===== src/rtl/rhc_pkg.sv =====
// ----------------------------------------------------------------------------
// rhc_pkg
// Shared types and constants for the rgb/hsv converter pipeline.
// ----------------------------------------------------------------------------
package rhc_pkg;

	localparam int CompBits   = 8;
	localparam int CompMax    = (1 << CompBits) - 1;
	localparam int HueSubBits = 6;
	localparam int HueTurn    = 360 << HueSubBits;
	localparam int HueSector  = 60 << HueSubBits;
	localparam int HueInBits  = 16;
	localparam int HueBits    = 15;
	localparam int FracBits   = 12;
	localparam int SectBits   = 3;

	// divider lanes: numerator, denominator, quotient widths
	localparam int Lanes  = 2;
	localparam int NumW   = 28;
	localparam int DenW   = 20;
	localparam int QuotW  = 15;
	localparam int RgbDen = CompMax * HueSector;
	localparam int RgbHalf = RgbDen / 2;

	// request kinds
	localparam logic ReqHsvToRgb = 1'b0;
	localparam logic ReqRgbToHsv = 1'b1;

	typedef struct packed {
		logic                  req_type;
		logic [CompBits-1:0]   in_red;
		logic [CompBits-1:0]   in_green;
		logic [CompBits-1:0]   in_blue;
		logic [HueInBits-1:0]  in_hue;
		logic [CompBits-1:0]   in_saturation;
		logic [CompBits-1:0]   in_value;
	} req_t;

	typedef struct packed {
		logic [CompBits-1:0]   out_red;
		logic [CompBits-1:0]   out_green;
		logic [CompBits-1:0]   out_blue;
		logic [HueBits-1:0]    out_hue;
		logic [CompBits-1:0]   out_saturation;
		logic [CompBits-1:0]   out_value;
	} rsp_t;

	// side information that travels beside the dividers
	typedef struct packed {
		logic                  rgb_mode;
		logic                  zero_delta;
		logic [SectBits-1:0]   sector;
		logic [CompBits-1:0]   val;
		logic [CompBits-1:0]   tval;
	} meta_t;

	typedef logic [Lanes-1:0][NumW-1:0]  num_vec_t;
	typedef logic [Lanes-1:0][DenW-1:0]  den_vec_t;
	typedef logic [Lanes-1:0][QuotW-1:0] quot_vec_t;

endpackage


===== src/rtl/rhc_front.sv =====
// ----------------------------------------------------------------------------
// rhc_front
// Three stages that form the rounded numerators and denominators.
// ----------------------------------------------------------------------------
module rhc_front (
	input  logic             clk,
	input  logic             arst_n,
	input  logic             en,
	input  logic             req_valid,
	input  rhc_pkg::req_t    req,
	output logic             valid_s3,
	output rhc_pkg::num_vec_t num_s3,
	output rhc_pkg::den_vec_t den_s3,
	output rhc_pkg::meta_t   meta_s3
);

	localparam int CW = rhc_pkg::CompBits;
	localparam int TotW = 23;
	localparam logic [1:0] SelRed   = 2'd0;
	localparam logic [1:0] SelGreen = 2'd1;
	localparam logic [1:0] SelBlue  = 2'd2;
	// the t divisor is 256 * 3825; 3825 is handled by ceil(2^32 / 3825)
	localparam int TShift = 32;
	localparam logic [20:0] TRecip = 21'd1122868;

	// stage 1 signals
	logic [rhc_pkg::HueBits-1:0]  hue_c;
	logic [rhc_pkg::SectBits-1:0] sect_c;
	logic [rhc_pkg::FracBits-1:0] frac_c;
	logic [CW-1:0] mx_c, mn_c;
	logic [1:0] sel_c;

	logic valid_s1, mode_s1;
	logic [rhc_pkg::SectBits-1:0] sector_s1;
	logic [CW-1:0] val_s1, delta_s1, r_s1, g_s1, b_s1;
	logic [1:0] sel_s1;
	logic [2*CW-1:0] vs_s1;
	logic [19:0] sf_s1, st_s1;

	logic valid_s2, mode_s2, zero_s2;
	logic [rhc_pkg::SectBits-1:0] sector_s2;
	logic [CW-1:0] val_s2, delta_s2;
	logic [16:0] pn_s2, satn_s2;
	logic [rhc_pkg::NumW-1:0] qm_s2, tm_s2;
	logic [TotW-1:0] total_s2, total_c;

	// stage 3 t quotient
	logic [rhc_pkg::NumW-1:0] tn_c;
	logic [19:0] tq_c;
	logic [40:0] tp_c;

	// hue clamp, sector and fraction, max and min
	always_comb begin
		hue_c = (req.in_hue >= 16'(rhc_pkg::HueTurn)) ? '0 : req.in_hue[rhc_pkg::HueBits-1:0];
		if (hue_c < 15'(rhc_pkg::HueSector)) sect_c = 3'd0;
		else if (hue_c < 15'(2*rhc_pkg::HueSector)) sect_c = 3'd1;
		else if (hue_c < 15'(3*rhc_pkg::HueSector)) sect_c = 3'd2;
		else if (hue_c < 15'(4*rhc_pkg::HueSector)) sect_c = 3'd3;
		else if (hue_c < 15'(5*rhc_pkg::HueSector)) sect_c = 3'd4;
		else sect_c = 3'd5;
		frac_c = 12'(hue_c - 15'(sect_c * 15'(rhc_pkg::HueSector)));
		sel_c = SelRed;
		mx_c = req.in_red;
		if (req.in_green > mx_c) begin
			mx_c = req.in_green;
			sel_c = SelGreen;
		end
		if (req.in_blue > mx_c) begin
			mx_c = req.in_blue;
			sel_c = SelBlue;
		end
		mn_c = req.in_red;
		if (req.in_green < mn_c) mn_c = req.in_green;
		if (req.in_blue < mn_c) mn_c = req.in_blue;
	end

	always_ff @(posedge clk or negedge arst_n) begin
		if (!arst_n) valid_s1 <= 1'b0;
		else if (en) valid_s1 <= req_valid;
	end

	always_ff @(posedge clk) begin
		if (en) begin
			mode_s1   <= req.req_type;
			sector_s1 <= sect_c;
			val_s1    <= (req.req_type == rhc_pkg::ReqRgbToHsv) ? mx_c : req.in_value;
			delta_s1  <= mx_c - mn_c;
			r_s1      <= req.in_red;
			g_s1      <= req.in_green;
			b_s1      <= req.in_blue;
			sel_s1    <= sel_c;
			vs_s1     <= req.in_value * (8'(rhc_pkg::CompMax) - req.in_saturation);
			sf_s1     <= 20'(req.in_saturation) * 20'(frac_c);
			st_s1     <= 20'(req.in_saturation) * 20'(12'(rhc_pkg::HueSector) - frac_c);
		end
	end

	// hue numerator by dominant component
	always_comb begin
		case (sel_s1)
			SelRed:
				total_c = (g_s1 >= b_s1)
					? 23'((g_s1 - b_s1) * 23'(rhc_pkg::HueSector))
					: 23'(delta_s1 * 23'(rhc_pkg::HueTurn) - (b_s1 - g_s1) * 23'(rhc_pkg::HueSector));
			SelGreen:
				total_c = (b_s1 >= r_s1)
					? 23'(delta_s1 * 23'(2*rhc_pkg::HueSector) + (b_s1 - r_s1) * 23'(rhc_pkg::HueSector))
					: 23'(delta_s1 * 23'(2*rhc_pkg::HueSector) - (r_s1 - b_s1) * 23'(rhc_pkg::HueSector));
			default:
				total_c = (r_s1 >= g_s1)
					? 23'(delta_s1 * 23'(4*rhc_pkg::HueSector) + (r_s1 - g_s1) * 23'(rhc_pkg::HueSector))
					: 23'(delta_s1 * 23'(4*rhc_pkg::HueSector) - (g_s1 - r_s1) * 23'(rhc_pkg::HueSector));
		endcase
	end

	always_ff @(posedge clk or negedge arst_n) begin
		if (!arst_n) valid_s2 <= 1'b0;
		else if (en) valid_s2 <= valid_s1;
	end

	always_ff @(posedge clk) begin
		if (en) begin
			mode_s2   <= mode_s1;
			zero_s2   <= (delta_s1 == '0);
			sector_s2 <= sector_s1;
			val_s2    <= val_s1;
			delta_s2  <= delta_s1;
			pn_s2     <= 17'(vs_s1) + 17'(rhc_pkg::CompMax / 2);
			qm_s2     <= 28'(val_s1) * 28'(20'(rhc_pkg::RgbDen) - sf_s1);
			tm_s2     <= 28'(val_s1) * 28'(20'(rhc_pkg::RgbDen) - st_s1);
			satn_s2   <= 17'(delta_s1) * 17'(rhc_pkg::CompMax) + 17'(val_s1 >> 1);
			total_s2  <= total_c;
		end
	end

	// rounded t: drop the power-of-two part of the divisor, then scale by the reciprocal
	always_comb begin
		tn_c = tm_s2 + 28'(rhc_pkg::RgbHalf);
		tq_c = tn_c[rhc_pkg::NumW-1:8];
		tp_c = 41'(tq_c) * 41'(TRecip);
	end

	// rounding offsets and lane selection
	always_ff @(posedge clk or negedge arst_n) begin
		if (!arst_n) valid_s3 <= 1'b0;
		else if (en) valid_s3 <= valid_s2;
	end

	always_ff @(posedge clk) begin
		if (en) begin
			if (mode_s2 == rhc_pkg::ReqRgbToHsv) begin
				num_s3[0] <= 28'(satn_s2);
				den_s3[0] <= 20'(val_s2);
				num_s3[1] <= 28'(total_s2) + 28'(delta_s2 >> 1);
				den_s3[1] <= 20'(delta_s2);
			end else begin
				num_s3[0] <= 28'(pn_s2);
				den_s3[0] <= 20'(rhc_pkg::CompMax);
				num_s3[1] <= qm_s2 + 28'(rhc_pkg::RgbHalf);
				den_s3[1] <= 20'(rhc_pkg::RgbDen);
			end
			meta_s3.rgb_mode   <= mode_s2;
			meta_s3.zero_delta <= zero_s2;
			meta_s3.sector     <= sector_s2;
			meta_s3.val        <= val_s2;
			meta_s3.tval       <= tp_c[TShift+CW-1:TShift];
		end
	end

endmodule


===== src/rtl/rhc_div.sv =====
// ----------------------------------------------------------------------------
// rhc_div
// Pipelined restoring divider, one quotient bit per stage, two lanes.
// ----------------------------------------------------------------------------
module rhc_div (
	input  logic              clk,
	input  logic              arst_n,
	input  logic              en,
	input  logic              valid_in,
	input  rhc_pkg::num_vec_t num,
	input  rhc_pkg::den_vec_t den,
	input  rhc_pkg::meta_t    meta_in,
	output logic              valid_out,
	output rhc_pkg::quot_vec_t quot,
	output rhc_pkg::meta_t    meta_out
);

	localparam int Steps = rhc_pkg::QuotW;
	localparam int ShW   = rhc_pkg::DenW + rhc_pkg::QuotW;

	logic [Steps-1:0]    valid_s;
	rhc_pkg::num_vec_t   rem_s  [Steps];
	rhc_pkg::den_vec_t   den_s  [Steps];
	rhc_pkg::quot_vec_t  quot_s [Steps];
	rhc_pkg::meta_t      meta_s [Steps];

	for (genvar j = 0; j < Steps; j++) begin : g_step
		localparam int K = Steps - 1 - j;
		logic               vin;
		rhc_pkg::num_vec_t  rin;
		rhc_pkg::den_vec_t  din;
		rhc_pkg::quot_vec_t qin;
		rhc_pkg::meta_t     min_w;
		rhc_pkg::num_vec_t  rnx;
		rhc_pkg::quot_vec_t qnx;

		if (j == 0) begin : g_first
			assign vin   = valid_in;
			assign rin   = num;
			assign din   = den;
			assign qin   = '0;
			assign min_w = meta_in;
		end else begin : g_next
			assign vin   = valid_s[j-1];
			assign rin   = rem_s[j-1];
			assign din   = den_s[j-1];
			assign qin   = quot_s[j-1];
			assign min_w = meta_s[j-1];
		end

		// trial subtract of the shifted divisor
		always_comb begin
			logic [ShW-1:0] dsh;
			logic ge;
			rnx = rin;
			qnx = qin;
			for (int l = 0; l < rhc_pkg::Lanes; l++) begin
				dsh = ShW'(din[l]) << K;
				ge  = ShW'(rin[l]) >= dsh;
				if (ge) rnx[l] = rin[l] - dsh[rhc_pkg::NumW-1:0];
				qnx[l][K] = ge;
			end
		end

		always_ff @(posedge clk or negedge arst_n) begin
			if (!arst_n) valid_s[j] <= 1'b0;
			else if (en) valid_s[j] <= vin;
		end

		always_ff @(posedge clk) begin
			if (en) begin
				rem_s[j]  <= rnx;
				den_s[j]  <= din;
				quot_s[j] <= qnx;
				meta_s[j] <= min_w;
			end
		end
	end

	assign valid_out = valid_s[Steps-1];
	assign quot      = quot_s[Steps-1];
	assign meta_out  = meta_s[Steps-1];

endmodule


===== src/rtl/rhc_back.sv =====
// ----------------------------------------------------------------------------
// rhc_back
// Sector assignment, hue wrap and the output register.
// ----------------------------------------------------------------------------
module rhc_back (
	input  logic               clk,
	input  logic               arst_n,
	input  logic               en,
	input  logic               valid_in,
	input  rhc_pkg::quot_vec_t quot,
	input  rhc_pkg::meta_t     meta,
	output logic               rsp_valid,
	output rhc_pkg::rsp_t      rsp
);

	localparam int CW = rhc_pkg::CompBits;

	rhc_pkg::rsp_t rsp_c;
	logic [CW-1:0] p_c, q_c, t_c, v_c;

	// pick p, q and t by sector, or build the hsv result
	always_comb begin
		p_c = quot[0][CW-1:0];
		q_c = quot[1][CW-1:0];
		t_c = meta.tval;
		v_c = meta.val;
		rsp_c = '0;
		if (meta.rgb_mode == rhc_pkg::ReqRgbToHsv) begin
			rsp_c.out_value = v_c;
			if (!meta.zero_delta) begin
				rsp_c.out_saturation = p_c;
				rsp_c.out_hue = (quot[1] >= 15'(rhc_pkg::HueTurn))
					? quot[1] - 15'(rhc_pkg::HueTurn) : quot[1];
			end
		end else begin
			case (meta.sector)
				3'd0: begin rsp_c.out_red = v_c; rsp_c.out_green = t_c; rsp_c.out_blue = p_c; end
				3'd1: begin rsp_c.out_red = q_c; rsp_c.out_green = v_c; rsp_c.out_blue = p_c; end
				3'd2: begin rsp_c.out_red = p_c; rsp_c.out_green = v_c; rsp_c.out_blue = t_c; end
				3'd3: begin rsp_c.out_red = p_c; rsp_c.out_green = q_c; rsp_c.out_blue = v_c; end
				3'd4: begin rsp_c.out_red = t_c; rsp_c.out_green = p_c; rsp_c.out_blue = v_c; end
				default: begin rsp_c.out_red = v_c; rsp_c.out_green = p_c; rsp_c.out_blue = q_c; end
			endcase
		end
	end

	always_ff @(posedge clk or negedge arst_n) begin
		if (!arst_n) rsp_valid <= 1'b0;
		else if (en) rsp_valid <= valid_in;
	end

	always_ff @(posedge clk) begin
		if (en) rsp <= rsp_c;
	end

endmodule


===== src/rtl/rgb_hsv_converter.sv =====
// Stages: an accepted request passes through 3 front stages, 15 divider stages
// and one output register, in that order.
// Throughput: one request per cycle; the whole pipeline advances together and
// holds while a result waits at the output.
// Reset: asynchronous, clears all stage valid bits; data registers are not reset.
// ----------------------------------------------------------------------------
// rgb_hsv_converter
// Pipelined converter between rgb and hsv, direction chosen per request.
// ----------------------------------------------------------------------------
module rgb_hsv_converter (
	input  logic          clk,
	input  logic          arst_n,
	input  logic          req_valid,
	output logic          req_ready,
	input  rhc_pkg::req_t req,
	output logic          rsp_valid,
	input  logic          rsp_ready,
	output rhc_pkg::rsp_t rsp
);

	logic               en;
	logic               valid_s3, div_valid;
	rhc_pkg::num_vec_t  num_s3;
	rhc_pkg::den_vec_t  den_s3;
	rhc_pkg::meta_t     meta_s3, div_meta;
	rhc_pkg::quot_vec_t div_quot;

	// advance whenever the output slot is free or being taken
	assign en        = !rsp_valid || rsp_ready;
	assign req_ready = en;

	rhc_front u_front (
		.clk(clk), .arst_n(arst_n), .en(en), .req_valid(req_valid), .req(req),
		.valid_s3(valid_s3), .num_s3(num_s3), .den_s3(den_s3), .meta_s3(meta_s3)
	);

	rhc_div u_div (
		.clk(clk), .arst_n(arst_n), .en(en), .valid_in(valid_s3),
		.num(num_s3), .den(den_s3), .meta_in(meta_s3),
		.valid_out(div_valid), .quot(div_quot), .meta_out(div_meta)
	);

	rhc_back u_back (
		.clk(clk), .arst_n(arst_n), .en(en), .valid_in(div_valid),
		.quot(div_quot), .meta(div_meta), .rsp_valid(rsp_valid), .rsp(rsp)
	);

	// hue always lands inside one turn
	a_hue_range: assert property (@(posedge clk) disable iff (!arst_n)
		rsp_valid |-> rsp.out_hue < 15'(rhc_pkg::HueTurn))
		else $error("hue out of range");

	// zero saturation only comes with zero hue
	a_sat_hue: assert property (@(posedge clk) disable iff (!arst_n)
		rsp_valid && rsp.out_saturation == '0 |-> rsp.out_hue == '0)
		else $error("hue set with zero saturation");

	// a stalled result blocks new requests
	a_stall: assert property (@(posedge clk) disable iff (!arst_n)
		rsp_valid && !rsp_ready |-> !req_ready)
		else $error("request taken during stall");

endmodule

===== config.mk =====
export PLATFORM = sky130hd
export DESIGN_NAME = rgb_hsv_converter
export DESIGN_NICKNAME = d
export VERILOG_FILES = /design/src/rtl/rhc_pkg.sv /design/src/rtl/rhc_front.sv /design/src/rtl/rhc_div.sv /design/src/rtl/rhc_back.sv /design/src/rtl/rgb_hsv_converter.sv
export SDC_FILE = /design/constraint.sdc
export NUM_CORES = 2
export LEC_CHECK = 0
export ABC_AREA = 1
export BUFFER_PORTS_ARGS = -buffer_cell sky130_fd_sc_hd__clkbuf_2
export CAP_MARGIN = 5
export CELL_PAD_IN_SITES_DETAIL_PLACEMENT = 1
export CELL_PAD_IN_SITES_GLOBAL_PLACEMENT = 1
export CORE_ASPECT_RATIO = 1.5
export CORE_MARGIN = 4
export CORE_UTILIZATION = 40
export CTS_BUF_LIST = sky130_fd_sc_hd__clkbuf_8
export DETAILED_ROUTE_END_ITERATION = 16
export GPL_ROUTABILITY_DRIVEN = 0
export GPL_TIMING_DRIVEN = 0
export PLACE_DENSITY = 0.74
export SLEW_MARGIN = 20
export SYNTH_ARGS = -nofsm -noshare
export SYNTH_HDL_FRONTEND = slang
export SYNTH_SLANG_ARGS = --single-unit

===== constraint.sdc =====
create_clock -name clk -period 220.2 [get_ports clk]
set_input_delay 33.03 -clock clk [delete_from_list [all_inputs] [get_ports clk]]
set_output_delay 33.03 -clock clk [all_outputs]
set_load 0.005 [all_outputs]

; ---- Word-level counts from Yosys, hierarchy flattened
; Memories as Yosys holds them, arrays and structs flattened.
; Cells that the tools add are included.
[word_totals]
out_inout_bits = 57
register_bits = 427
input_bits = 61
mem_bits_rw = 2205
n_memories = 4
[memory_table]
columns = memory, depth, width, read_ports, rd_ports_with_merged_regs, write_ports, line
row1 = u_div.rem_s, 15, 56, 14, 0, 15, rhc_div.sv:22  ; rhc_pkg::num_vec_t rem_s [Steps];
row2 = u_div.den_s, 15, 40, 14, 0, 15, rhc_div.sv:23  ; rhc_pkg::den_vec_t den_s [Steps];
row3 = u_div.quot_s, 15, 30, 15, 0, 15, rhc_div.sv:24  ; rhc_pkg::quot_vec_t quot_s [Steps];
row4 = u_div.meta_s, 15, 21, 15, 0, 15, rhc_div.sv:25  ; rhc_pkg::meta_t meta_s [Steps];
[op_classes]
bitwise = 1
n_reduce_logical = 6
n_mux = 52
n_addsub = 53
n_lt_le_gt_ge = 44
n_eq_ne = 5
n_mul = 17
[op_table]
columns = op, count
row1 = $mux 28, 30
row2 = $sub 28x28->28, 14
row3 = $mul 23x4->15 const B, 6
row4 = $pmux 24 s5, 1
row5 = $mux 23, 3
row6 = $ge 28x34->1, 2
row7 = $ge 28x33->1, 2
row8 = $ge 28x32->1, 2
row9 = $ge 28x31->1, 2
row10 = $ge 28x30->1, 2
row11 = $ge 28x29->1, 2
row12 = $add 28x19->28 const B, 2
row13 = $ge 28x20->1, 2
row14 = $ge 28x21->1, 2
row15 = $ge 28x22->1, 2
row16 = $ge 28x23->1, 2
row17 = $ge 28x24->1, 2
row18 = $ge 28x25->1, 2
row19 = $ge 28x26->1, 2
row20 = $ge 28x27->1, 2
row21 = $ge 28x28->1, 2
row22 = $mul 8x28->28, 2
row23 = $mux 56, 1
row24 = $sub 28x20->28, 2
row25 = 56 further kinds, 87

; ---- Logic depth before layout (Yosys ltp)
[depth]
word_depth = 12
depth_mapped = 45
depth_no_buf = 45

; ---- By module
; Synthesis repeated with hierarchy kept, for this count alone.
[unflattened]
cells_unflattened = 18052
area_unflattened_um2 = 158843.6
[modules_own_cells]
columns = module, cells_each, n_inst, area_per_inst_um2
row1 = rhc_div, 11606, 1, 104380.1
row2 = rhc_front, 6128, 1, 51521.9
row3 = rhc_back, 316, 1, 2934.1
row4 = rgb_hsv_converter, 2, 1, 7.5

; ---- Least setup slack after synthesis
; No wires, ideal clock.
[synth_timing]
path_type = input port to output port
from = input port rsp_ready
to = output port req_ready
arrival_time_ps = 83088
setup_slack_ps = 104082
stages = 3
t_required_ps = 187170
path_cell_list = inv_1 nand2_1 clkbuf_1
[synth_via]
elab_chain_len = 1
[synth_lines]
columns = item, line
row1 = "start, declared", rgb_hsv_converter.sv:17  ; input logic rsp_ready,
row2 = $logic_or 1x1->1, rgb_hsv_converter.sv:29  ; assign en = !rsp_valid || rsp_ready;
row3 = "end, declared", rgb_hsv_converter.sv:14  ; output logic req_ready,
; No other way between the ends.

; ---- Worst setup path in the final report
; Ends and elaborated chain as after synthesis.

==> out/results.md <==
Synthesis
- **Seq/Total Area, Yosys** 0.441
- **top flip-flop cell by instance count after synthesis** sky130_fd_sc_hd__edfxtp_1
- **basic-gate share of the synthesized area counting and, or, nand and nor cells** 0.146
- **Synth Area in XOR/XNOR** 0.0496
- **cell area after synthesis** 127000 sq um
- **count of flip-flops with a built-in enable after synthesis** 1850
- **main combinational cell family by area after synthesis** adder cells
- **adder-cell share of the synthesized area** 0.204
- **fraction of the mapped netlist area in compound gates** 0.0826
- **post-synthesis async set-or-reset flop share** 0.0102
- **average cell area after synthesis** 9.64 sq um
- **synth unique cells** 75
- **fraction of synthesized area in multiplexers** 0.000354
- **warnings from Yosys** 0
- **Synth Instances** 13187
- **Post-Synthesis Net Count** 14907
- **#FFs+latches synth** 1869

Clocking
- **TritonCTS Sinks** 1869
- **TritonCTS clock tree** yes
- **Setup Fix Bufs, Post-CTS** 0
- **cts bufs inserted** 312
- **number of gates resized after CTS** 0
- **cts hold-fix bufs** 0
- **worst skew pair latency** 930 ps
- **clock slew at reported path FFs** 60 ps
- **CTS max path bufs** 4
- **CTS root buffer** sky130_fd_sc_hd__clkbuf_8
- **CTS H-Tree Depth** 5

Worst setup path
- **Worst Path Max Fanout** 46
- **element type at the critical path start** input port
- **category of the critical setup timing path** input port to primary output
- **required time of the worst setup path** 187170 ps
- **element type at the critical path end** primary output
- **data arrival time of the critical path** 34240 ps

Drt
- **routed via count** 92108
- **DRC violation count after routing** 0
- **Vias per Instance** 5.09
- **Avg WL per Cell** 18.2 um
- **drt first pass iters** 6
- **DRC marker count from the first detailed-route iteration** 3697
- **total length of routed wires** 330000 um
- **remaining number of nets flagged by the antenna check after routing** 0

GRT
- **wire length of the first global-routing pass** 528000 um
- **maximum number of pins on one net before global-route repair** 61
- **Overall Global Routing Usage** 0.201
- **number of global-route vias before repair** 102963
- **total grt overflow** 0
- **initial antenna violation count** 2

STA
- **Sum Neg Setup Slack** 0 ps
- **Least-Margin Pin Slew** 1130 ps
- **final worst clock skew** 91.9 ps
- **fmax** 0.0149 GHz
- **final count of hold timing violations** 0
- **final worst-path cycle share** 0.306
- **min cycle time layout** 67270 ps
- **Slew HR** 0.246
- **Slew Limit Fails** 0
- **setup repair after global routing missed its margin** false
- **Setup-failing EPs final** 0

Flow run
- **number of max-cap violations** 0

Die
- **Top Ports** 118
- **area of the die** 327000 sq um
- **starting utilization of the core area** 0.402
- **num rows** 253
- **core region area** 317000 sq um
- **chip height** 699 um
- **die boundary width** 468 um

Placement
- **PortBufs** 115
- **Detail Placement HPWL** 272000 um

Cells and area
- **commonest non-fill, non-tap cell in the layout** sky130_fd_sc_hd__inv_1
- **area added between synthesis and finish** 9.89%
- **NumNets Final** 15374
- **commonest cells after routing, fill and taps aside** sky130_fd_sc_hd__inv_1, sky130_fd_sc_hd__nand2_1, sky130_fd_sc_hd__edfxtp_1
- **proportion of layout cells with a drive suffix above 1** 0.0533

Status
- **result of the run** completed

Min path
- **Hold WC Path Type** flip-flop to flip-flop

==> cells by family after synthesis <==
kind of cell               after synthesis
AOI/OAI and AO/OA                     1883
muxes                                    4
buffers and inverters                 2590
xor gates and xnor gates               715
adders and majority gates             1659
and+or+nand+nor                       4467
DFF                                   1869
==> area by class of cell <==
cell class	instances	area [sq um]
Buffer	172	711
Antenna cell	3	7.51
Clock buffer	321	4420
Multi-Input combinational cell	8728	61300
Inverter	2418	9080
Clock inverter	212	1350
Timing Repair Buffer	153	1540
Fill cell	36539	177000
Sequential cell	1869	56000
Tap cell	4207	5260
==> synthesized netlist by cell type (96+ instances only) <==
cell | n | share of area
sky130_fd_sc_hd__ha_1 | 977 | 0.096
sky130_fd_sc_hd__a21oi_1 | 765 | 0.030
sky130_fd_sc_hd__o21ai_0 | 695 | 0.027
sky130_fd_sc_hd__xor2_1 | 465 | 0.032
sky130_fd_sc_hd__fa_1 | 682 | 0.11
sky130_fd_sc_hd__clkbuf_1 | 118 | 0.0035
sky130_fd_sc_hd__nand3_1 | 419 | 0.016
sky130_fd_sc_hd__inv_1 | 2400 | 0.071
sky130_fd_sc_hd__nor3_1 | 174 | 0.0068
sky130_fd_sc_hd__xnor2_1 | 247 | 0.017
sky130_fd_sc_hd__nand4_1 | 131 | 0.0064
sky130_fd_sc_hd__nor4_1 | 96 | 0.0047
sky130_fd_sc_hd__edfxtp_1 | 1850 | 0.44
sky130_fd_sc_hd__nand2_1 | 2291 | 0.068
sky130_fd_sc_hd__nor2_1 | 1178 | 0.035
==> state kept, by name, summed over array words and instances (netlist names), 22 cells and up <==
register,count
u_back.rsp,55
u_front.qm_s2,27
u_div.den_s,238
u_front.tm_s2,22
u_div.quot_s,156
u_div.meta_s,315
u_front.num_s3,45
u_div.rem_s,783
==> through the flow <==
step                hold WS [ps]  instances   util  area (sq um)  setup WS (ps)
floorplan                    400      13187      -        127000         104080
global placement             401      17509  0.420        133000          81200
detailed placement           405      17547  0.423        134000         152880
CTS                          352      18080  0.441        140000         152880
global route                 368      18081  0.441        140000         152810
finish                       365      18083  0.441        140000         152930
==> worst paths after layout <==
check | startpoint | endpoint | slack, ps | cells past startpoint
worst max-delay path | rsp_ready | req_ready | 152930 | 5
worst min-delay path | u_front.sector_s2[2] | u_front.meta_s3[18] | 360 | 0
worst max register to register | u_front.st_s1[0] | u_front.qm_s2[27] | 213210 | 29
worst min register to register | u_front.sector_s2[2] | u_front.meta_s3[18] | 360 | 0
max in group asynchronous | arst_n | u_div.g_step[14].vin | 187800 | 1
min in group asynchronous | arst_n | u_div.g_step[5].vin | 32080 | 1
==> routing by layer <==
| metal | share of wire | global-route usage | vias up |
|---|---|---|---|
| li1 | - | - | 44517 |
| met1 | 0.33 | 0.187 | 45083 |
| met2 | 0.57 | 0.407 | 1532 |
| met3 | 0.026 | 0.0220 | 976 |
| met4 | 0.071 | 0.125 | 0 |
| met5 | 0 | 0 | - |
==> critical path, cell delays in order <==
cell	delay, ps
sky130_fd_sc_hd__clkbuf_2	80
sky130_fd_sc_hd__inv_1	30
sky130_fd_sc_hd__nand2_1	230
sky130_fd_sc_hd__clkbuf_4	650
sky130_fd_sc_hd__clkbuf_2	230
Power is not shown: default switching activity piles up to over one toggle a cycle in this logic, so the estimate is an artifact.
